<file path="src/rtl/assert_macros.svh">
// Assertion macros shared by the coalescer RTL
`ifndef ASSERT_MACROS_SVH
`define ASSERT_MACROS_SVH

// Implication checked at every rising edge outside reset
`define SGDC_ASSERT_IMP(lbl, clk, rst, ante, cons, msg) \
  lbl: assert property (@(posedge clk) disable iff (rst) (ante) |-> (cons)) else $error(msg);

// Invariant checked at every rising edge outside reset
`define SGDC_ASSERT_ALW(lbl, clk, rst, cond, msg) \
  lbl: assert property (@(posedge clk) disable iff (rst) (cond)) else $error(msg);

`endif

</file>
<file path="src/rtl/sgdc_pkg.sv">
// Types and constants of the scatter-gather descriptor coalescer
package sgdc_pkg;

  localparam logic [31:0] EP_START_RESET   = 32'd4096;
  localparam logic [7:0]  DESC_LIMIT_RESET = 8'd25;

  localparam logic [7:0] CFG_EP_START   = 8'd0;
  localparam logic [7:0] CFG_DESC_LIMIT = 8'd1;

  localparam int FIFO_DEPTH = 4;
  localparam int FIFO_AW    = 2;
  localparam int FIFO_CW    = 3;

  typedef struct packed {
    logic [63:0] seg_addr;
    logic [31:0] seg_len;
    logic        seg_first;
    logic        seg_last;
  } seg_t;

  typedef struct packed {
    logic [7:0]  desc_index;
    logic [29:0] desc_words;
    logic [31:0] desc_ep_addr;
    logic [63:0] desc_host_addr;
    logic        desc_final;
    logic        segs_dropped;
    logic        len_misaligned;
  } desc_t;

  typedef struct packed {
    logic [31:0] ep_start;
    logic [7:0]  slot_lim;
  } cfg_t;

  typedef struct packed {
    logic [1:0] n;
    desc_t      d0;
    desc_t      d1;
  } push_t;

  typedef struct packed {
    logic               space;
    logic [FIFO_CW-1:0] level;
  } fifo_stat_t;

endpackage

</file>
<file path="src/rtl/sgdc_seg_if.sv">
// Segment input channel
interface sgdc_seg_if;
  logic        valid;
  logic        ready;
  logic [63:0] seg_addr;
  logic [31:0] seg_len;
  logic        seg_first;
  logic        seg_last;

  modport source (output valid, seg_addr, seg_len, seg_first, seg_last, input ready);
  modport sink   (input valid, seg_addr, seg_len, seg_first, seg_last, output ready);
endinterface

</file>
<file path="src/rtl/sgdc_desc_if.sv">
// Descriptor output channel
interface sgdc_desc_if;
  logic        valid;
  logic        ready;
  logic [7:0]  desc_index;
  logic [29:0] desc_words;
  logic [31:0] desc_ep_addr;
  logic [63:0] desc_host_addr;
  logic        desc_final;
  logic        segs_dropped;
  logic        len_misaligned;

  modport source (output valid, desc_index, desc_words, desc_ep_addr, desc_host_addr,
                  desc_final, segs_dropped, len_misaligned, input ready);
  modport sink   (input valid, desc_index, desc_words, desc_ep_addr, desc_host_addr,
                  desc_final, segs_dropped, len_misaligned, output ready);
endinterface

</file>
<file path="src/rtl/sgdc_cfg_if.sv">
// Configuration write channel
interface sgdc_cfg_if;
  logic        valid;
  logic        ready;
  logic [7:0]  index;
  logic [31:0] data;

  modport source (output valid, index, data, input ready);
  modport sink   (input valid, index, data, output ready);
endinterface

</file>
<file path="src/rtl/sg_descriptor_coalescer_top.sv">
// Path: a segment beat is registered in the input register, merged from there and pushed
// into the descriptor queue, whose registered head drives the output.
// Throughput: one segment per cycle while the queue has room and each yields at most one
// descriptor; a segment that closes a run and ends the list yields two, sent in turn.
// The four-entry descriptor queue sets how far the output may stall before input stops.
// Reset clears list state and queue; ep_start returns to 4096 and desc_limit to 25.
`include "assert_macros.svh"

module sg_descriptor_coalescer_top import sgdc_pkg::*; #(
  parameter int MAX_TABLE_DESC = 255
) (
  input  logic        clk,
  input  logic        rst,
  sgdc_seg_if.sink    seg,
  sgdc_desc_if.source desc,
  sgdc_cfg_if.sink    cfg
);

  cfg_t       cfg_cur;
  push_t      push;
  fifo_stat_t stat;

  sgdc_cfg_regs #(.MAX_TABLE_DESC(MAX_TABLE_DESC)) u_cfg (
    .clk     (clk),
    .rst     (rst),
    .cfg     (cfg),
    .cfg_out (cfg_cur)
  );

  sgdc_step u_step (
    .clk   (clk),
    .rst   (rst),
    .seg   (seg),
    .cfg   (cfg_cur),
    .space (stat.space),
    .push  (push)
  );

  sgdc_out_fifo u_fifo (
    .clk  (clk),
    .rst  (rst),
    .push (push),
    .desc (desc),
    .stat (stat)
  );

  `SGDC_ASSERT_ALW(a_level_bound, clk, rst, stat.level <= FIFO_CW'(FIFO_DEPTH), "queue overrun")
  `SGDC_ASSERT_IMP(a_pair_order, clk, rst, push.n == 2'd2, !push.d0.desc_final && push.d1.desc_final, "pair order wrong")
  `SGDC_ASSERT_IMP(a_pair_index, clk, rst, push.n == 2'd2, push.d1.desc_index == push.d0.desc_index + 8'd1, "pair index gap")
  `SGDC_ASSERT_IMP(a_push_room, clk, rst, push.n != 2'd0, stat.level <= FIFO_CW'(FIFO_DEPTH - 2), "push without room")

endmodule

</file>
<file path="src/rtl/sgdc_cfg_regs.sv">
// Configuration registers and slot limit of the coalescer
module sgdc_cfg_regs import sgdc_pkg::*; #(
  parameter int MAX_TABLE_DESC = 255
) (
  input  logic       clk,
  input  logic       rst,
  sgdc_cfg_if.sink   cfg,
  output cfg_t       cfg_out
);

  localparam logic [7:0] MaxDesc = 8'(MAX_TABLE_DESC);

  logic [31:0] ep_start;
  logic [7:0]  desc_limit;

  assign cfg.ready = 1'b1;

  always_ff @(posedge clk) begin
    if (rst) begin
      ep_start   <= EP_START_RESET;
      desc_limit <= DESC_LIMIT_RESET;
    end else if (cfg.valid) begin
      unique case (cfg.index)
        CFG_EP_START:   ep_start   <= cfg.data;
        CFG_DESC_LIMIT: desc_limit <= cfg.data[7:0];
        default: ;
      endcase
    end
  end

  always_comb begin
    cfg_out.ep_start = ep_start;
    priority if (desc_limit == 8'd0) begin
      cfg_out.slot_lim = 8'd1;
    end else if (desc_limit > MaxDesc) begin
      cfg_out.slot_lim = MaxDesc;
    end else begin
      cfg_out.slot_lim = desc_limit;
    end
  end

endmodule

</file>
<file path="src/rtl/sgdc_step.sv">
// Input register, list state and per-segment merge logic
module sgdc_step import sgdc_pkg::*; (
  input  logic     clk,
  input  logic     rst,
  sgdc_seg_if.sink seg,
  input  cfg_t     cfg,
  input  logic     space,
  output push_t    push
);

  logic        in_valid;
  seg_t        in_q;
  logic        fire;

  logic [63:0] run_addr;
  logic [31:0] run_len;
  logic [31:0] ep_next;
  logic [7:0]  desc_count;
  logic        dropping;
  logic        misaligned_seen;
  logic        run_open;

  logic [63:0] run_addr_next;
  logic [31:0] run_len_next;
  logic [31:0] ep_next_next;
  logic [7:0]  desc_count_next;
  logic        dropping_next;
  logic        misaligned_seen_next;
  logic        run_open_next;

  logic        f_open, f_drop, f_mis;
  logic [63:0] f_addr;
  logic [31:0] f_len, f_ep;
  logic [7:0]  f_cnt;
  logic [31:0] len;
  logic [63:0] run_end;
  logic [32:0] sum;
  logic        contig, room_a, emit_a, emit_b, taken, open_n;
  logic [7:0]  cnt_a;
  logic [31:0] ep_a;
  desc_t       rec_a, rec_b;

  assign fire      = in_valid && space;
  assign seg.ready = !in_valid || fire;

  always_ff @(posedge clk) begin
    if (rst) begin
      in_valid <= 1'b0;
    end else if (seg.ready) begin
      in_valid <= seg.valid;
    end
  end

  always_ff @(posedge clk) begin
    if (seg.valid && seg.ready) begin
      in_q <= '{seg_addr: seg.seg_addr, seg_len: seg.seg_len,
                seg_first: seg.seg_first, seg_last: seg.seg_last};
    end
  end

  always_comb begin
    f_open = in_q.seg_first ? 1'b0 : run_open;
    f_drop = in_q.seg_first ? 1'b0 : dropping;
    f_mis  = in_q.seg_first ? 1'b0 : misaligned_seen;
    f_addr = in_q.seg_first ? 64'd0 : run_addr;
    f_len  = in_q.seg_first ? 32'd0 : run_len;
    f_ep   = in_q.seg_first ? cfg.ep_start : ep_next;
    f_cnt  = in_q.seg_first ? 8'd0 : desc_count;

    len     = {in_q.seg_len[31:2], 2'b00};
    run_end = f_addr + {32'd0, f_len};
    sum     = {1'b0, f_len} + {1'b0, len};
    contig  = (in_q.seg_addr == run_end) && !sum[32];
    room_a  = ({1'b0, f_cnt} + 9'd1) < {1'b0, cfg.slot_lim};

    emit_a        = 1'b0;
    taken         = 1'b0;
    dropping_next = f_drop;
    open_n        = f_open;
    run_addr_next = f_addr;
    run_len_next  = f_len;

    if (!f_drop) begin
      if (f_open) begin
        priority if (contig) begin
          run_len_next = sum[31:0];
          taken        = 1'b1;
        end else if (room_a) begin
          emit_a        = 1'b1;
          run_addr_next = in_q.seg_addr;
          run_len_next  = len;
          taken         = 1'b1;
        end else begin
          dropping_next = 1'b1;
        end
      end else if (f_cnt < cfg.slot_lim) begin
        open_n        = 1'b1;
        run_addr_next = in_q.seg_addr;
        run_len_next  = len;
        taken         = 1'b1;
      end else begin
        dropping_next = 1'b1;
      end
    end

    misaligned_seen_next = f_mis || (taken && (in_q.seg_len[1:0] != 2'b00));

    cnt_a  = emit_a ? f_cnt + 8'd1 : f_cnt;
    ep_a   = emit_a ? f_ep + f_len : f_ep;
    emit_b = in_q.seg_last && open_n;

    desc_count_next = emit_b ? cnt_a + 8'd1 : cnt_a;
    ep_next_next    = emit_b ? ep_a + run_len_next : ep_a;
    run_open_next   = open_n && !emit_b;

    rec_a = '{desc_index: f_cnt, desc_words: f_len[31:2], desc_ep_addr: f_ep,
              desc_host_addr: f_addr, desc_final: 1'b0, segs_dropped: f_drop,
              len_misaligned: f_mis};
    rec_b = '{desc_index: cnt_a, desc_words: run_len_next[31:2], desc_ep_addr: ep_a,
              desc_host_addr: run_addr_next, desc_final: 1'b1,
              segs_dropped: dropping_next, len_misaligned: misaligned_seen_next};

    push.n  = fire ? ({1'b0, emit_a} + {1'b0, emit_b}) : 2'd0;
    push.d0 = emit_a ? rec_a : rec_b;
    push.d1 = rec_b;
  end

  always_ff @(posedge clk) begin
    if (rst) begin
      run_addr        <= 64'd0;
      run_len         <= 32'd0;
      ep_next         <= 32'd0;
      desc_count      <= 8'd0;
      dropping        <= 1'b0;
      misaligned_seen <= 1'b0;
      run_open        <= 1'b0;
    end else if (fire) begin
      run_addr        <= run_addr_next;
      run_len         <= run_len_next;
      ep_next         <= ep_next_next;
      desc_count      <= desc_count_next;
      dropping        <= dropping_next;
      misaligned_seen <= misaligned_seen_next;
      run_open        <= run_open_next;
    end
  end

endmodule

</file>
<file path="src/rtl/sgdc_out_fifo.sv">
// Descriptor queue taking up to two entries per cycle
module sgdc_out_fifo import sgdc_pkg::*; (
  input  logic        clk,
  input  logic        rst,
  input  push_t       push,
  sgdc_desc_if.source desc,
  output fifo_stat_t  stat
);

  desc_t              mem [FIFO_DEPTH];
  logic [FIFO_AW-1:0] wr_ptr;
  logic [FIFO_AW-1:0] rd_ptr;
  logic [FIFO_CW-1:0] count;
  logic [FIFO_CW-1:0] count_next;
  logic               pop;
  desc_t              head;

  assign pop        = desc.valid && desc.ready;
  assign count_next = count + FIFO_CW'(push.n) - FIFO_CW'(pop);
  assign stat.space = count <= FIFO_CW'(FIFO_DEPTH - 2);
  assign stat.level = count;

  always_ff @(posedge clk) begin
    if (push.n != 2'd0) begin
      mem[wr_ptr] <= push.d0;
    end
    if (push.n == 2'd2) begin
      mem[wr_ptr + FIFO_AW'(1)] <= push.d1;
    end
  end

  always_ff @(posedge clk) begin
    if (rst) begin
      wr_ptr <= '0;
      rd_ptr <= '0;
      count  <= '0;
    end else begin
      wr_ptr <= wr_ptr + FIFO_AW'(push.n);
      rd_ptr <= rd_ptr + FIFO_AW'(pop);
      count  <= count_next;
    end
  end

  assign head                = mem[rd_ptr];
  assign desc.valid          = count != '0;
  assign desc.desc_index     = head.desc_index;
  assign desc.desc_words     = head.desc_words;
  assign desc.desc_ep_addr   = head.desc_ep_addr;
  assign desc.desc_host_addr = head.desc_host_addr;
  assign desc.desc_final     = head.desc_final;
  assign desc.segs_dropped   = head.segs_dropped;
  assign desc.len_misaligned = head.len_misaligned;

endmodule

</file>
<file path="src/flat_wrapper.sv">
// flat-port wrapper written by rule: the top's interface ports become plain ports
module sg_descriptor_coalescer_top_flat import sgdc_pkg::*;
#(
  parameter int MAX_TABLE_DESC = 255
)
  (clk, rst, seg_valid, seg_seg_addr, seg_seg_len, seg_seg_first, seg_seg_last, seg_ready, desc_valid, desc_desc_index, desc_desc_words, desc_desc_ep_addr, desc_desc_host_addr, desc_desc_final, desc_segs_dropped, desc_len_misaligned, desc_ready, cfg_valid, cfg_index, cfg_data, cfg_ready);
  sgdc_seg_if seg_i ();
  sgdc_desc_if desc_i ();
  sgdc_cfg_if cfg_i ();
  input  logic clk;
  input  logic rst;
  input wire logic [$bits(seg_i.valid)-1:0] seg_valid;
  input wire logic [$bits(seg_i.seg_addr)-1:0] seg_seg_addr;
  input wire logic [$bits(seg_i.seg_len)-1:0] seg_seg_len;
  input wire logic [$bits(seg_i.seg_first)-1:0] seg_seg_first;
  input wire logic [$bits(seg_i.seg_last)-1:0] seg_seg_last;
  output wire logic [$bits(seg_i.ready)-1:0] seg_ready;
  output wire logic [$bits(desc_i.valid)-1:0] desc_valid;
  output wire logic [$bits(desc_i.desc_index)-1:0] desc_desc_index;
  output wire logic [$bits(desc_i.desc_words)-1:0] desc_desc_words;
  output wire logic [$bits(desc_i.desc_ep_addr)-1:0] desc_desc_ep_addr;
  output wire logic [$bits(desc_i.desc_host_addr)-1:0] desc_desc_host_addr;
  output wire logic [$bits(desc_i.desc_final)-1:0] desc_desc_final;
  output wire logic [$bits(desc_i.segs_dropped)-1:0] desc_segs_dropped;
  output wire logic [$bits(desc_i.len_misaligned)-1:0] desc_len_misaligned;
  input wire logic [$bits(desc_i.ready)-1:0] desc_ready;
  input wire logic [$bits(cfg_i.valid)-1:0] cfg_valid;
  input wire logic [$bits(cfg_i.index)-1:0] cfg_index;
  input wire logic [$bits(cfg_i.data)-1:0] cfg_data;
  output wire logic [$bits(cfg_i.ready)-1:0] cfg_ready;
  assign seg_i.valid = seg_valid;
  assign seg_i.seg_addr = seg_seg_addr;
  assign seg_i.seg_len = seg_seg_len;
  assign seg_i.seg_first = seg_seg_first;
  assign seg_i.seg_last = seg_seg_last;
  assign seg_ready = seg_i.ready;
  assign desc_valid = desc_i.valid;
  assign desc_desc_index = desc_i.desc_index;
  assign desc_desc_words = desc_i.desc_words;
  assign desc_desc_ep_addr = desc_i.desc_ep_addr;
  assign desc_desc_host_addr = desc_i.desc_host_addr;
  assign desc_desc_final = desc_i.desc_final;
  assign desc_segs_dropped = desc_i.segs_dropped;
  assign desc_len_misaligned = desc_i.len_misaligned;
  assign desc_i.ready = desc_ready;
  assign cfg_i.valid = cfg_valid;
  assign cfg_i.index = cfg_index;
  assign cfg_i.data = cfg_data;
  assign cfg_ready = cfg_i.ready;
  sg_descriptor_coalescer_top #(.MAX_TABLE_DESC(MAX_TABLE_DESC)) u_core (.clk(clk), .rst(rst), .seg(seg_i), .desc(desc_i), .cfg(cfg_i));
endmodule
</file>
<file path="config.mk">
export PLATFORM = sky130hd
export DESIGN_NAME = sg_descriptor_coalescer_top_flat
export DESIGN_NICKNAME = d
export VERILOG_FILES = /design/src/rtl/sgdc_pkg.sv /design/src/rtl/sgdc_seg_if.sv /design/src/rtl/sgdc_desc_if.sv /design/src/rtl/sgdc_cfg_if.sv /design/src/rtl/sg_descriptor_coalescer_top.sv /design/src/rtl/sgdc_cfg_regs.sv /design/src/rtl/sgdc_step.sv /design/src/rtl/sgdc_out_fifo.sv /design/src/flat_wrapper.sv
export VERILOG_INCLUDE_DIRS = /design/src /design/src/rtl
export SDC_FILE = /design/constraint.sdc
export NUM_CORES = 2
export LEC_CHECK = 0
export ABC_CLOCK_PERIOD_IN_PS = 13600
export BUFFER_PORTS_ARGS = -buffer_cell sky130_fd_sc_hd__buf_2
export CAP_MARGIN = 5
export CORE_AREA = 2 2 342 344
export DETAILED_ROUTE_END_ITERATION = 16
export DIE_AREA = 0 0 344 346
export SYNTH_ARGS = -nofsm -noshare
export SYNTH_HDL_FRONTEND = slang
export SYNTH_SLANG_ARGS = --single-unit
</file>
<file path="constraint.sdc">
create_clock -name clk -period 13.6 [get_ports clk]
set_clock_uncertainty 0.15 [all_clocks]
set_input_delay 2.72 -clock clk [delete_from_list [all_inputs] [get_ports clk]]
set_output_delay 2.72 -clock clk [all_outputs]
set_load 0.01 [all_outputs]
</file>
==> flow_summary_export.csv <==
group,metric,value,unit
outcome,status,"finished clean",
timing,finalWorstSetupSlack,2.21,ns
floorplan,pin_count,283,
timing,period_share,0.837,
yosys,dominantRegCellSynth,"edfxtp_1",
timing,setup_viol,0,
timing,max_freq,87.8,MHz
timing,rsz0062_at_grt,"false",
clocking,cts-hold-fix-buffers,0,
floorplan,core_area,115000,um^2
routing,wirelength,189,mm
timing,relSlewSlack,0.221,
power_and_ir_drop,seq_power_share,0.392,
clocking,cts.sinks,833,
timing,fin_crit,11.39,ns
global_routing,grt_pass1_vias,39200,
setup_path,cp_max_fo,16,
place,place_hpwl,132,mm
timing,fin_setup_tns,0,ns
yosys,synthArstFlopShare,0,
yosys,syn_nets,4857,
min_path,holdPathStages,2,
flow_run,max_cap_viol_count,0,
place,place_ws,2.59,ns
setup_path,cp-start-kind,"register",
place,finalWeightedCongestion,1.04,
global_routing,antenna_found_initial,5,
yosys,ys_seq_elements,833,
setup_path,reg2regPathDepth,34,
cells_and_area,drive_gt1_frac,0.162,
clocking,htreeDepth,3,
cells_and_area,utilization,0.470,
clocking,insertion_delay,0.72,ns
place,portBuffers,281,
yosys,synth_edf_count,642,
clocking,clockBufferDepth,3,
floorplan,rows,125,
setup_path,critPathRequiredTime,14.03,ns
power_and_ir_drop,power.density,144,nW/um^2
timing,finalMaxSlewViolations,0,
routing,antenna_left,0,
place,placed_area,50900,um^2
cells_and_area,final_area,54200,um^2
yosys,synthDistinctLibCells,116,
global_routing,grt_overflow_total,0,
power_and_ir_drop,p_leak,19.6,nW
clocking,cts_buffers,94,
power_and_ir_drop,power.switching,0.00256,W
yosys,synth-seq-area-share,0.480,
cells_and_area,nets,4979,
setup_path,endpoint_kind,"register",
global_routing,grt_pass1_wl,273,mm
yosys,syn_area,48200,um^2
global_routing,grt_max_degree,140,
cells_and_area,area_delta_synth_final,12.5,%
setup_path,arrival,11.82,ns
setup_path,crit_path_max_incr_delay,0.73,ns
setup_path,cp_top_family,"compound AO/OA/AOI/OAI gates",
routing,dr.pass1.iters,5,
cells_and_area,fillers,10800,
power_and_ir_drop,clockPowerShare,0.348,
power_and_ir_drop,p_sw_frac,0.327,
floorplan,die_h,346,um
routing,vias,41100,
clocking,cts-resized-gates,0,
yosys,syn_avg_cell_area,10.6,um^2
routing,drc,0,
timing,tightest_slew,1.16,ns
clocking,clock-root-buffer,"clkbuf_16",
setup_path,critical_path_buf_inv_count,3,
timing,worst_hold_slack,0.305,ns
setup_path,critical_path_class,"register to register",
routing,vias_per_cell,6.53,
power_and_ir_drop,pwr-share-comb,0.260,
setup_path,path_common_cell,"a31oi_1",
cells_and_area,diodes,0,
power_and_ir_drop,intPower,0.00527,W
clocking,cts_setup_buffers,0,
floorplan,start_util,0.417,
yosys,syn_inst,4564,
setup_path,crit_slowest_cell,"a31oi_1",
floorplan,dieArea,119000,um^2
floorplan,die_x,344,um
clocking,cts_tree,"done",
clocking,path_clk_slew,0.07,ns
min_path,hp-class,"register to register",
yosys,yosys_warnings,0,
timing,hold_violations,0,
routing,drtIter0Drc,4908,
routing,wl_per_cell,30.1,um
global_routing,grt.total_usage,0.310,
setup_path,cp.depth,34,
power_and_ir_drop,vdd_drop_max,121,uV
==> registers in the layout, summed over array words and instances (netlist names), 2 cells and up <==
| register | cells |
|---|---|
| u_core.u_cfg.desc_limit | 8 |
| u_core.u_step.desc_count | 8 |
| u_core.u_fifo.mem | 548 |
| u_core.u_fifo.wr_ptr | 2 |
| u_core.u_step.ep_next | 32 |
| u_core.u_step.run_addr | 64 |
| u_core.u_fifo.count | 3 |
| u_core.u_fifo.rd_ptr | 2 |
| u_core.u_cfg.ep_start | 32 |
| u_core.u_step.run_len | 32 |
| u_core.u_step.in_q | 98 |
==> path summary, 6_finish.rpt <==
kind	startpoint	slack [ns]	endpoint
worst min-delay path	u_core.u_step.run_len[1]$_SDFFE_PP0P_	0.31	u_core.u_step.run_len[1]$_SDFFE_PP0P_
worst max-delay path	u_core.u_step.in_q[1]$_DFFE_PP_	2.21	u_core.u_step.ep_next[30]$_SDFFE_PP0P_
worst max register to register	u_core.u_step.in_q[1]$_DFFE_PP_	2.21	u_core.u_step.ep_next[30]$_SDFFE_PP0P_
worst min register to register	u_core.u_step.run_len[1]$_SDFFE_PP0P_	0.31	u_core.u_step.run_len[1]$_SDFFE_PP0P_
==> Yosys cell counts, drive strengths merged, types with 64 or more instances <==
master | n | share of area
a211oi | 87 | 0.014
a21oi | 308 | 0.032
a31oi | 69 | 0.0096
buf | 131 | 0.013
clkbuf | 204 | 0.016
dfxtp | 191 | 0.079
edfxtp | 642 | 0.40
ha | 145 | 0.038
inv | 211 | 0.016
mux4 | 137 | 0.064
nand2 | 359 | 0.028
nand3 | 102 | 0.011
nor2 | 287 | 0.023
nor3 | 64 | 0.0069
o21ai | 171 | 0.019
o22ai | 436 | 0.057
o2bb2ai | 71 | 0.013
xnor2 | 119 | 0.022
==> metrics by stage <==
step	std cells	total power (W)
2_1_floorplan	4564	0.00435
3_5_place_dp	6114	0.00513
3_3_place_gp	6114	0.00512
4_1_cts	6292	0.00783
5_1_grt	6292	0.00809
6_report	6292	0.00783
==> layer usage <==
layer / track usage / routed length (um)
met1: 0.418 / 76400
met4: 0.142 / 9370
met3: 0.0492 / 16200
met2: 0.488 / 87300
met5: 0 / 37
==> final cells by class <==
type | count | area (um^2) | area share
clock buffers | 128 | 2690 | 0.0495
clock inverters | 50 | 618 | 0.0114
inverters | 212 | 801 | 0.0148
multi-input cells | 3184 | 23000 | 0.425
flip-flops and latches | 833 | 23100 | 0.426
well taps | 1524 | 1910 | 0.0352
repair buffers | 361 | 2050 | 0.0378
==> power groups by stage <==
| stage | combinational, W | clock (W) | sequential (W) |
|---|---|---|---|
| 6_report | 0.00204 | 0.00272 | 0.00307 |
| 5_1_grt | 0.00217 | 0.00284 | 0.00308 |
| 4_1_cts | 0.00202 | 0.00275 | 0.00306 |
| 3_5_place_dp | 0.00201 | 0 | 0.00311 |
| 3_3_place_gp | 0.00201 | 0 | 0.00311 |
| 2_1_floorplan | 0.00135 | 0 | 0.00300 |
==> placed cells by master (no fill, tap or decap), drive strengths merged, types with 128 or more instances in the layout <==
| cell type | synthesis | layout |
|---|---|---|
| o21ai | 171 | 171 |
| inv | 211 | 215 |
| dfxtp | 191 | 191 |
| ha | 145 | 145 |
| mux4 | 137 | 137 |
| edfxtp | 642 | 642 |
| a21oi | 308 | 308 |
| nand2 | 359 | 359 |
| clkbuf | 204 | 128 |
| buf | 131 | 361 |
| o22ai | 436 | 436 |
| nor2 | 287 | 287 |
==> worst reg2reg max path, delay by kind of cell (launching register included) <==
| kind | cells | cell delay [ns] |
|---|---|---|
| fa+ha+maj | 2 | 0.73 |
| compound gates | 16 | 5.20 |
| flops | 1 | 0.42 |
| buf+inv | 3 | 1.07 |
| mux | 1 | 0.13 |
| simple gates | 12 | 3.53 |
==> kinds of logic (layout without fill, tap and decap cells) <==
group,Yosys count,in the layout,synth area share
xor+xnor,175,175,0.0321
compound gates,1515,1515,0.211
other cells,1,1,0.0000778
flops,833,833,0.480
simple gates,1139,1139,0.114
buf+inv,547,751,0.0456
fa+ha+maj,150,150,0.0397
mux,204,204,0.0781
No activity file was read; power rests on OpenSTA's default activity.
